===== src/hdl/slt_pkg.sv =====
// Shared types and fixed constants for the sine LFO tremolo unit.
// Used by sine_lfo_tremolo_unit and slt_checker; no dependencies.
package slt_pkg;

    // Configuration port
    localparam int          ADDR_W    = 3;
    localparam logic        REG_RATE  = 1'b0;
    localparam logic        REG_DEPTH = 1'b1;
    localparam logic [9:0]  RATE_RESET  = 10'd512;
    localparam logic [9:0]  DEPTH_RESET = 10'd512;

    // Rate knob width, one increment update step per bit
    localparam int          RATE_BITS = 10;

    // Sine table quantization
    localparam int          SINE_TABLE_DEPTH = 1024;
    localparam int          SINE_TABLE_LOG2  = $clog2(SINE_TABLE_DEPTH);
    localparam logic [31:0] U_MASK = ~((32'd1 << (32 - SINE_TABLE_LOG2)) - 32'd1);

    // Q30 quarter-sine polynomial
    localparam logic [30:0] Q30_ONE = 31'h4000_0000;
    localparam logic [30:0] C1 = 31'd1686629713;
    localparam logic [30:0] C3 = 31'd693598668;
    localparam logic [30:0] C5 = 31'd85569306;
    localparam logic [30:0] C7 = 31'd5026995;
    localparam logic [30:0] C9 = 31'd172272;

    // Divide by 1023 through a reciprocal with one correction
    localparam logic [25:0] DIV_CONST   = 26'd1023;
    localparam int          RECIP_SHIFT = 36;
    localparam longint      RECIP_FULL  = (64'd1 << RECIP_SHIFT) / 1023;
    localparam logic [31:0] RECIP       = RECIP_FULL[31:0];
    localparam logic [16:0] GAIN_ONE    = 17'd65536;
    localparam logic [25:0] DL_BIAS     = 26'd511;

    // Sequencer states
    typedef enum logic [12:0] {
        ST_IDLE  = 13'b0000000000001,
        ST_X2    = 13'b0000000000010,
        ST_H9    = 13'b0000000000100,
        ST_H7    = 13'b0000000001000,
        ST_H5    = 13'b0000000010000,
        ST_H3    = 13'b0000000100000,
        ST_H1    = 13'b0000001000000,
        ST_LFO   = 13'b0000010000000,
        ST_DL    = 13'b0000100000000,
        ST_DIV   = 13'b0001000000000,
        ST_GAIN  = 13'b0010000000000,
        ST_LEFT  = 13'b0100000000000,
        ST_RIGHT = 13'b1000000000000
    } t_state;

endpackage


===== src/hdl/sine_lfo_tremolo_unit.sv =====
// An input beat steps through X2, H9, H7, H5, H3, H1, LFO, DL, DIV, GAIN, LEFT, RIGHT;
// its result beat goes valid after RIGHT, which waits while the output is stalled. One
// stereo frame is worked on at a time, set by the single shared 32x32 multiplier that
// steps through the sine polynomial, gain and both channels. A rate write recomputes the
// phase increment, one add and compare step per rate bit then a load; no input beat is taken meanwhile.
// Reset (synchronous, active low) clears phase, loads knobs to 512, runs the update.
module sine_lfo_tremolo_unit #(
    parameter int PHASE_BITS     = 32,
    parameter int SAMPLE_RATE_HZ = 48000
) (
    input  logic                       i_clk,
    input  logic                       i_rst_n,
    input  logic                       psel,
    input  logic                       penable,
    input  logic                       pwrite,
    input  logic [slt_pkg::ADDR_W-1:0] paddr,
    input  logic [31:0]                pwdata,
    output logic [31:0]                prdata,
    output logic                       pready,
    input  logic                       i_in_valid,
    output logic                       o_in_ready,
    input  logic signed [23:0]         i_left_sample,
    input  logic signed [23:0]         i_right_sample,
    output logic                       o_out_valid,
    input  logic                       i_out_ready,
    output logic signed [23:0]         o_left_out,
    output logic signed [23:0]         o_right_out
);

    localparam int unsigned DEN   = 10230 * SAMPLE_RATE_HZ;
    localparam int          DEN_W = $clog2(DEN + 1);
    localparam int          D2_W  = DEN_W + 1;
    localparam int          SUM_W = D2_W + 1;
    localparam int          CNT_W = $clog2(slt_pkg::RATE_BITS + 1);
    localparam int          EXT_W = PHASE_BITS + 32;
    localparam int          SH_L  = (PHASE_BITS < 32) ? 32 - PHASE_BITS : 0;
    localparam int          SH_R  = (PHASE_BITS >= 32) ? PHASE_BITS - 32 : 0;

    // Increment = floor((num * 2^(PHASE_BITS+1) + DEN) / (2 * DEN)), num = 1023 + 99 * rate.
    // Base term (1023) and step term (99) are each kept as quotient and remainder.
    localparam longint unsigned D2     = 64'd2 * 64'(DEN);
    localparam longint unsigned M_BASE = (64'd1023 << (PHASE_BITS + 1)) + 64'(DEN);
    localparam longint unsigned M_STEP = 64'd99 << (PHASE_BITS + 1);
    localparam longint unsigned Q_BASE = M_BASE / D2;
    localparam longint unsigned R_BASE = M_BASE % D2;
    localparam longint unsigned Q_STEP = M_STEP / D2;
    localparam longint unsigned R_STEP = M_STEP % D2;

    slt_pkg::t_state r_state, n_state;

    logic [9:0]                    r_rate, r_depth;
    logic [PHASE_BITS-1:0]         r_phase, r_inc, r_quo, r_dq;
    logic                          r_div_busy;
    logic [CNT_W-1:0]              r_div_cnt;
    logic [D2_W-1:0]               r_rem, r_dr;
    logic [slt_pkg::RATE_BITS-1:0] r_rsh;

    logic signed [23:0] r_left, r_right, r_lres, r_left_out, r_right_out;
    logic               r_out_valid;
    logic [30:0]        r_x, r_x2, r_t;
    logic [1:0]         r_quad;
    logic [15:0]        r_lfo, r_q;
    logic [25:0]        r_v;
    logic [16:0]        r_gain;

    logic w_cfg_wr, w_rate_wr, w_depth_wr, w_accept, w_out_free;

    // APB decode
    assign pready     = 1'b1;
    assign w_cfg_wr   = psel && penable && pwrite && pready;
    assign w_rate_wr  = w_cfg_wr && (paddr[2] == slt_pkg::REG_RATE);
    assign w_depth_wr = w_cfg_wr && (paddr[2] == slt_pkg::REG_DEPTH);
    assign prdata     = (paddr[2] == slt_pkg::REG_DEPTH) ? {22'd0, r_depth} : {22'd0, r_rate};

    assign o_in_ready  = (r_state == slt_pkg::ST_IDLE) && !r_div_busy;
    assign w_accept    = i_in_valid && o_in_ready;
    assign w_out_free  = !r_out_valid || i_out_ready;
    assign o_out_valid = r_out_valid;
    assign o_left_out  = r_left_out;
    assign o_right_out = r_right_out;

    // Increment update: add the step term for each set rate bit, doubling it at each step
    logic [SUM_W-1:0] w_d2, w_acc_sum, w_dbl;
    logic             w_acc_ge, w_dbl_ge;

    assign w_d2      = SUM_W'(D2);
    assign w_acc_sum = {1'b0, r_rem} + {1'b0, r_dr};
    assign w_acc_ge  = (w_acc_sum >= w_d2);
    assign w_dbl     = {r_dr, 1'b0};
    assign w_dbl_ge  = (w_dbl >= w_d2);

    always_ff @(posedge i_clk) begin
        if (!i_rst_n) begin
            r_div_busy <= 1'b1;
            r_div_cnt  <= CNT_W'(slt_pkg::RATE_BITS);
            r_rsh      <= slt_pkg::RATE_RESET;
            r_quo      <= PHASE_BITS'(Q_BASE);
            r_rem      <= D2_W'(R_BASE);
            r_dq       <= PHASE_BITS'(Q_STEP);
            r_dr       <= D2_W'(R_STEP);
        end else if (w_rate_wr) begin
            r_div_busy <= 1'b1;
            r_div_cnt  <= CNT_W'(slt_pkg::RATE_BITS);
            r_rsh      <= pwdata[9:0];
            r_quo      <= PHASE_BITS'(Q_BASE);
            r_rem      <= D2_W'(R_BASE);
            r_dq       <= PHASE_BITS'(Q_STEP);
            r_dr       <= D2_W'(R_STEP);
        end else if (r_div_busy) begin
            if (r_div_cnt != '0) begin
                r_div_cnt <= r_div_cnt - CNT_W'(1);
                r_rsh     <= r_rsh >> 1;
                if (r_rsh[0]) begin
                    r_quo <= r_quo + r_dq + PHASE_BITS'(w_acc_ge);
                    r_rem <= w_acc_ge ? D2_W'(w_acc_sum - w_d2) : w_acc_sum[D2_W-1:0];
                end
                r_dq <= {r_dq[PHASE_BITS-2:0], w_dbl_ge};
                r_dr <= w_dbl_ge ? D2_W'(w_dbl - w_d2) : w_dbl[D2_W-1:0];
            end else begin
                r_div_busy <= 1'b0;
            end
        end
    end

    // Load the rounded increment once every rate bit is in
    always_ff @(posedge i_clk) begin
        if (r_div_busy && (r_div_cnt == '0) && !w_rate_wr) begin
            r_inc <= r_quo;
        end
    end

    // Table angle from the top 32 phase bits, folded into the first quadrant
    logic [EXT_W-1:0] w_ext;
    logic [31:0]      w_u;
    logic [1:0]       w_quad;
    logic [30:0]      w_x;

    assign w_ext  = (EXT_W'(r_phase) << SH_L) >> SH_R;
    assign w_u    = w_ext[31:0] & slt_pkg::U_MASK;
    assign w_quad = w_u[31:30];
    assign w_x    = w_quad[0] ? slt_pkg::Q30_ONE - {1'b0, w_u[29:0]} : {1'b0, w_u[29:0]};

    // Sequencer
    always_comb begin
        n_state = r_state;
        case (r_state)
            slt_pkg::ST_IDLE:  if (w_accept) n_state = slt_pkg::ST_X2;
            slt_pkg::ST_X2:    n_state = slt_pkg::ST_H9;
            slt_pkg::ST_H9:    n_state = slt_pkg::ST_H7;
            slt_pkg::ST_H7:    n_state = slt_pkg::ST_H5;
            slt_pkg::ST_H5:    n_state = slt_pkg::ST_H3;
            slt_pkg::ST_H3:    n_state = slt_pkg::ST_H1;
            slt_pkg::ST_H1:    n_state = slt_pkg::ST_LFO;
            slt_pkg::ST_LFO:   n_state = slt_pkg::ST_DL;
            slt_pkg::ST_DL:    n_state = slt_pkg::ST_DIV;
            slt_pkg::ST_DIV:   n_state = slt_pkg::ST_GAIN;
            slt_pkg::ST_GAIN:  n_state = slt_pkg::ST_LEFT;
            slt_pkg::ST_LEFT:  n_state = slt_pkg::ST_RIGHT;
            slt_pkg::ST_RIGHT: if (w_out_free) n_state = slt_pkg::ST_IDLE;
            default:           n_state = slt_pkg::ST_IDLE;
        endcase
    end

    // Control registers, knobs and phase
    always_ff @(posedge i_clk) begin
        if (!i_rst_n) begin
            r_state     <= slt_pkg::ST_IDLE;
            r_phase     <= '0;
            r_out_valid <= 1'b0;
            r_rate      <= slt_pkg::RATE_RESET;
            r_depth     <= slt_pkg::DEPTH_RESET;
        end else begin
            r_state <= n_state;
            if (w_accept) begin
                r_phase <= r_phase + r_inc;
            end
            if ((r_state == slt_pkg::ST_RIGHT) && w_out_free) begin
                r_out_valid <= 1'b1;
            end else if (i_out_ready) begin
                r_out_valid <= 1'b0;
            end
            if (w_rate_wr) begin
                r_rate <= pwdata[9:0];
            end
            if (w_depth_wr) begin
                r_depth <= pwdata[9:0];
            end
        end
    end

    // Shared multiplier operand select
    logic signed [31:0] w_ma, w_mb;
    logic signed [63:0] w_prod, w_round;
    logic [32:0]        w_shift30;
    logic [30:0]        w_hconst;

    always_comb begin
        w_ma     = '0;
        w_mb     = '0;
        w_hconst = slt_pkg::C1;
        case (r_state)
            slt_pkg::ST_X2: begin
                w_ma = {1'b0, r_x};
                w_mb = {1'b0, r_x};
            end
            slt_pkg::ST_H9: begin
                w_ma     = {1'b0, r_x2};
                w_mb     = {1'b0, slt_pkg::C9};
                w_hconst = slt_pkg::C7;
            end
            slt_pkg::ST_H7: begin
                w_ma     = {1'b0, r_x2};
                w_mb     = {1'b0, r_t};
                w_hconst = slt_pkg::C5;
            end
            slt_pkg::ST_H5: begin
                w_ma     = {1'b0, r_x2};
                w_mb     = {1'b0, r_t};
                w_hconst = slt_pkg::C3;
            end
            slt_pkg::ST_H3: begin
                w_ma     = {1'b0, r_x2};
                w_mb     = {1'b0, r_t};
                w_hconst = slt_pkg::C1;
            end
            slt_pkg::ST_H1: begin
                w_ma = {1'b0, r_x};
                w_mb = {1'b0, r_t};
            end
            slt_pkg::ST_DL: begin
                w_ma = {22'd0, r_depth};
                w_mb = {16'd0, r_lfo};
            end
            slt_pkg::ST_DIV: begin
                w_ma = {6'd0, r_v};
                w_mb = slt_pkg::RECIP;
            end
            slt_pkg::ST_LEFT: begin
                w_ma = {{8{r_left[23]}}, r_left};
                w_mb = {15'd0, r_gain};
            end
            slt_pkg::ST_RIGHT: begin
                w_ma = {{8{r_right[23]}}, r_right};
                w_mb = {15'd0, r_gain};
            end
            default: begin
                w_ma = '0;
                w_mb = '0;
            end
        endcase
    end

    assign w_prod    = w_ma * w_mb;
    assign w_shift30 = w_prod[62:30];
    assign w_round   = w_prod + 64'sd32768;

    // lfo = ((2^30 + s) * 65535 + 2^30) >> 31, as shift and subtract
    logic [31:0] w_v;
    logic [48:0] w_lfo_sum;

    assign w_v       = r_quad[1] ? 32'(slt_pkg::Q30_ONE) - 32'(r_t)
                                 : 32'(slt_pkg::Q30_ONE) + 32'(r_t);
    assign w_lfo_sum = (49'(w_v) << 16) - 49'(w_v) + 49'(slt_pkg::Q30_ONE);

    // Correct the reciprocal quotient by one and form the gain
    logic [25:0] w_q1023, w_qrem;
    logic [16:0] w_dl;

    assign w_q1023 = {r_q, 10'd0} - 26'(r_q);
    assign w_qrem  = r_v - w_q1023;
    assign w_dl    = 17'(r_q) + 17'(w_qrem >= slt_pkg::DIV_CONST);

    // Datapath registers
    always_ff @(posedge i_clk) begin
        case (r_state)
            slt_pkg::ST_IDLE: begin
                if (w_accept) begin
                    r_left  <= i_left_sample;
                    r_right <= i_right_sample;
                    r_x     <= w_x;
                    r_quad  <= w_quad;
                end
            end
            slt_pkg::ST_X2: r_x2 <= w_shift30[30:0];
            slt_pkg::ST_H9, slt_pkg::ST_H7, slt_pkg::ST_H5, slt_pkg::ST_H3: begin
                r_t <= 31'(33'(w_hconst) - w_shift30);
            end
            slt_pkg::ST_H1: begin
                r_t <= (w_shift30 > 33'(slt_pkg::Q30_ONE)) ? slt_pkg::Q30_ONE
                                                          : w_shift30[30:0];
            end
            slt_pkg::ST_LFO:  r_lfo  <= w_lfo_sum[46:31];
            slt_pkg::ST_DL:   r_v    <= w_prod[25:0] + slt_pkg::DL_BIAS;
            slt_pkg::ST_DIV:  r_q    <= w_prod[slt_pkg::RECIP_SHIFT +: 16];
            slt_pkg::ST_GAIN: r_gain <= slt_pkg::GAIN_ONE - w_dl;
            slt_pkg::ST_LEFT: r_lres <= w_round[39:16];
            slt_pkg::ST_RIGHT: begin
                if (w_out_free) begin
                    r_left_out  <= r_lres;
                    r_right_out <= w_round[39:16];
                end
            end
            default: begin
                r_lres <= r_lres;
            end
        endcase
    end

endmodule


===== config.mk =====
export PLATFORM = sky130hd
export DESIGN_NAME = sine_lfo_tremolo_unit
export DESIGN_NICKNAME = d
export VERILOG_FILES = /design/src/hdl/slt_pkg.sv /design/src/hdl/sine_lfo_tremolo_unit.sv
export SDC_FILE = /design/constraint.sdc
export NUM_CORES = 2
export LEC_CHECK = 0
export BUFFER_PORTS_ARGS = -buffer_cell sky130_fd_sc_hd__buf_2
export CAP_MARGIN = 0
export CORE_MARGIN = 5
export CORE_UTILIZATION = 43
export DETAILED_ROUTE_END_ITERATION = 12
export PLACE_DENSITY = 0.61
export SETUP_SLACK_MARGIN = 0.2
export SLEW_MARGIN = 40
export SYNTH_ARGS = -nofsm -noshare
export SYNTH_HDL_FRONTEND = slang
export SYNTH_SLANG_ARGS = --single-unit

===== constraint.sdc =====
create_clock -name i_clk -period 30.8 [get_ports i_clk]
set_clock_uncertainty 0.05 [all_clocks]
set_input_delay 1.54 -clock i_clk [delete_from_list [all_inputs] [get_ports i_clk]]
set_output_delay 1.54 -clock i_clk [all_outputs]
set_load 0.01 [all_outputs]

==> impl_summary.log <==
[metrics] post-synthesis sequential area ratio: 20.0%
[metrics] Critical Path Most Common Cell: fa_1
[metrics] achievable frequency: between 0.07 and 0.08 GHz
[metrics] footprint of the flip-flops and latches: 12,700 um^2
[metrics] slowest stage cell on the critical path: a31oi_1
[metrics] path category of the worst min-delay check: reg -> reg
[metrics] Max VDD drop: roughly 290 uV
[metrics] number of warning messages in the yosys log: 0
[metrics] Crit Path Max Fanout: 31
[metrics] number of synthesized register bits: 485
[metrics] clock transition time at the flip-flop clock pins of the worst setup and hold paths: 0.06 ns
[metrics] Crit. Startpoint: r_state[1]
[metrics] height of the chip: slightly below 400 um
[metrics] count of vias placed by the detailed router: 49,100
[metrics] number of core rows: 141
[metrics] Root Buffer Master: clkbuf_16
[metrics] Reg2Reg Setup Slack: 16.55 ns
[metrics] final worst path period need: 14.25 ns
[metrics] number of routed nets with antenna violations: 0
[metrics] setup-violating endpoint count in the final report: 0
[metrics] Setup crit start kind: flip-flop
[metrics] worst hold margin: 0.368 ns
[metrics] worst rel slew slack: around two fifths
[metrics] area of the die: 156,000 um^2
[metrics] Yosys cell types: slightly above 100
[metrics] required time at the worst-slack endpoint: 31.14 ns
[metrics] async set-or-reset flop fraction in the synthesized netlist: 0%
[metrics] Post-Route Setup TNS: 0 ns
[metrics] fraction of final layout cells sized beyond drive strength 1: 6.89%
[metrics] cell area after placement: around 67,000 um^2
[metrics] number of sinks on the clock net: 485
[metrics] TritonCTS clock tree: yes
[metrics] data arrival time at the worst-slack endpoint: 14.59 ns
[metrics] cell leakage power: 31.1 nW
[metrics] RSZ-0062 raised after global routing: no
[metrics] number of cells in the design after placement: 8,830
[metrics] core region area: ~150,000 um^2
[metrics] Avg Synthesized Cell Area: 9.20 um^2
[metrics] Filler Cell Count: 14,000
[metrics] number of hold-slack violations in the final timing report: 0
[metrics] number of buffers on the longest clock path: 3
[metrics] global route overflow: 0
[metrics] Final GP Congestion: 0.971
[metrics] number of buffers inserted by port buffering: 125
[metrics] Multi-input gate area: about 46,000 um^2
[metrics] synth-to-layout area growth: 7.81%
[metrics] post-cts resize count: 0
[metrics] number of iterations in the first detailed-routing pass: 5
[metrics] power after layout: 3.06 mW
[metrics] Max stage delay on crit path: 0.72 ns
[metrics] number of flops mapped to enable cells by yosys: 299
[metrics] post-layout util: 46.5%
[metrics] Cells after Synth: 6,910
[metrics] dominant register cell in the synthesized netlist: edfxtp_1
[metrics] WL final: 192,000 um
[metrics] max capacitance violation total: 0
[metrics] power per cell area: 44.7 nW/um^2
[metrics] initial antenna violation count: 6
[metrics] residual DRC count: 0
[metrics] Critical Path End Type: flip-flop
[metrics] routed length per placed instance: between 20 and 25 um
[metrics] initial standard-cell utilization of the core: 43.1%
[metrics] post-placement setup slack: 16.91 ns
[metrics] via count of the first global-routing pass: 50,200
[metrics] x dimension of the die: 394 um
[metrics] cts bufs inserted: 50
[metrics] number of top-level design ports: between 150 and 200
[metrics] CP Class: reg -> reg
[metrics] global router's overall resource usage: 24.6%
[metrics] total number of H-tree levels: 2
[metrics] global-route wire length before repair: a little under 300,000 um
[metrics] summed instance area of the synthesized netlist: 63,600 um^2
[metrics] Hold Buf Count CTS: 0
[metrics] number of nets in the layout: 8,501
[metrics] number of buffers inserted to repair setup after CTS: 0
[metrics] largest net degree at the start of global routing: approximately 70
[metrics] non-filler cells in the finished layout: 8,924
[metrics] pin slew with the least headroom to its limit: 0.881 ns
[metrics] total half-perimeter wirelength after legalization and detailed placement: ~150,000 um
[metrics] count of routing violations after the opening detailed-route iteration: about 3,700
[metrics] status: complete, no violations
[metrics] clock insertion delay at the later pin of the skew report: 0.63 ns
[metrics] post-route clock period utilization: a little under half
[metrics] reg-to-reg critical path startpoint: r_state[1]
[metrics] launch point of the worst hold path: r_lres[3]
[metrics] final worst slack: 16.55 ns
[metrics] cell area after layout: 68,500 um^2
[metrics] Vias per Instance: 5.50
[metrics] fin. max-slew vios: 0
[path summary, 6_finish.rpt]
path,to,cells past startpoint
worst max-delay path,r_t[28],42
worst min-delay path,o_left_out[3],0
worst max register to register,r_t[28],42
worst min register to register,o_left_out[3],0
[area by class of cell]
cell class,instances,share of cell area [%]
clock buffer,63,2.07
sequential,485,18.5
multi-input combinational,4965,66.5
clock inverter,29,0.493
tap,1930,3.52
timing repair buffer,253,2.32
inverter,1197,6.56
antenna,2,0.00730
[cell families (layout without fill, tap and decap cells)]
logic type	count (synthesis)	after routing	share of synthesized area, %
AND/OR/NAND/NOR	2158	2158	14.9
buffers and inverters	1508	1542	9.08
adder cells (fa/ha/maj)	1459	1459	41.2
AO/OA/AOI/OAI	966	966	10.2
flip-flops	485	485	20.0
XOR/XNOR	307	307	4.25
multiplexers	25	25	0.421
other	2	52	0.0118
[registers in the layout, indices dropped and copies added (netlist names), 17 cells and up]
signal and count:
r_dq 32, r_inc 32, r_phase 32, r_quo 32
r_t 31, r_x2 31, r_v 26, o_left_out 24
o_right_out 24, r_left 24, r_lres 24, r_right 24
r_rem 21, r_dr 20, r_gain 17
[Yosys cell counts, types with 73 or more instances]
cell | count | share of area [%]
a21o_1 | 73 | 0.86
a21oi_1 | 246 | 1.9
clkbuf_1 | 261 | 1.5
dfxtp_1 | 186 | 5.9
edfxtp_1 | 299 | 14
fa_1 | 1052 | 33
ha_1 | 407 | 8.0
inv_1 | 1194 | 7.1
nand2_1 | 860 | 5.1
nand3_1 | 81 | 0.64
nor2_1 | 772 | 4.6
o21ai_0 | 160 | 1.3
xnor2_1 | 199 | 2.7
xor2_1 | 107 | 1.5
[layer usage]
metal / share of wire, % / track usage, % / up-vias
met2: 46 / 39.6 / 1860
li1: - / - / 22100
met1: 41 / 33.1 / 24800
met4: 4.4 / 9.24 / 0
met5: 0 / 0 / -
met3: 8.8 / 4.99 / 373
[worst max-delay path, delay by kind of cell (launching register included)]
| family | cells | cell delay, ns |
|---|---|---|
| and+or+nand+nor | 12 | 3.76 |
| xor gates and xnor gates | 2 | 0.58 |
| DFF | 1 | 0.35 |
| adders and majority gates | 11 | 4.61 |
| AOI/OAI and AO/OA | 12 | 3.70 |
| buffers and inverters | 5 | 0.92 |
[placed cells by master, fill, tap and decap left out, drive strengths merged, types with 73 or more instances in the layout]
cell    synthesis  routed
inv          1195    1201
fa           1052    1052
nand2         860     860
nor2          772     772
ha            407     407
edfxtp        299     299
buf            48     253
a21oi         248     248
xnor2         199     199
dfxtp         186     186
o21ai         165     165
xor2          107     107
nand3          82      82
a21o           73      73
[report_power, final]
group / switching, mW / internal [mW]
combinational: 0.962 / 0.657
sequential: 0.0291 / 0.755
clock: 0.284 / 0.373
(Power assumes the default switching activity.)
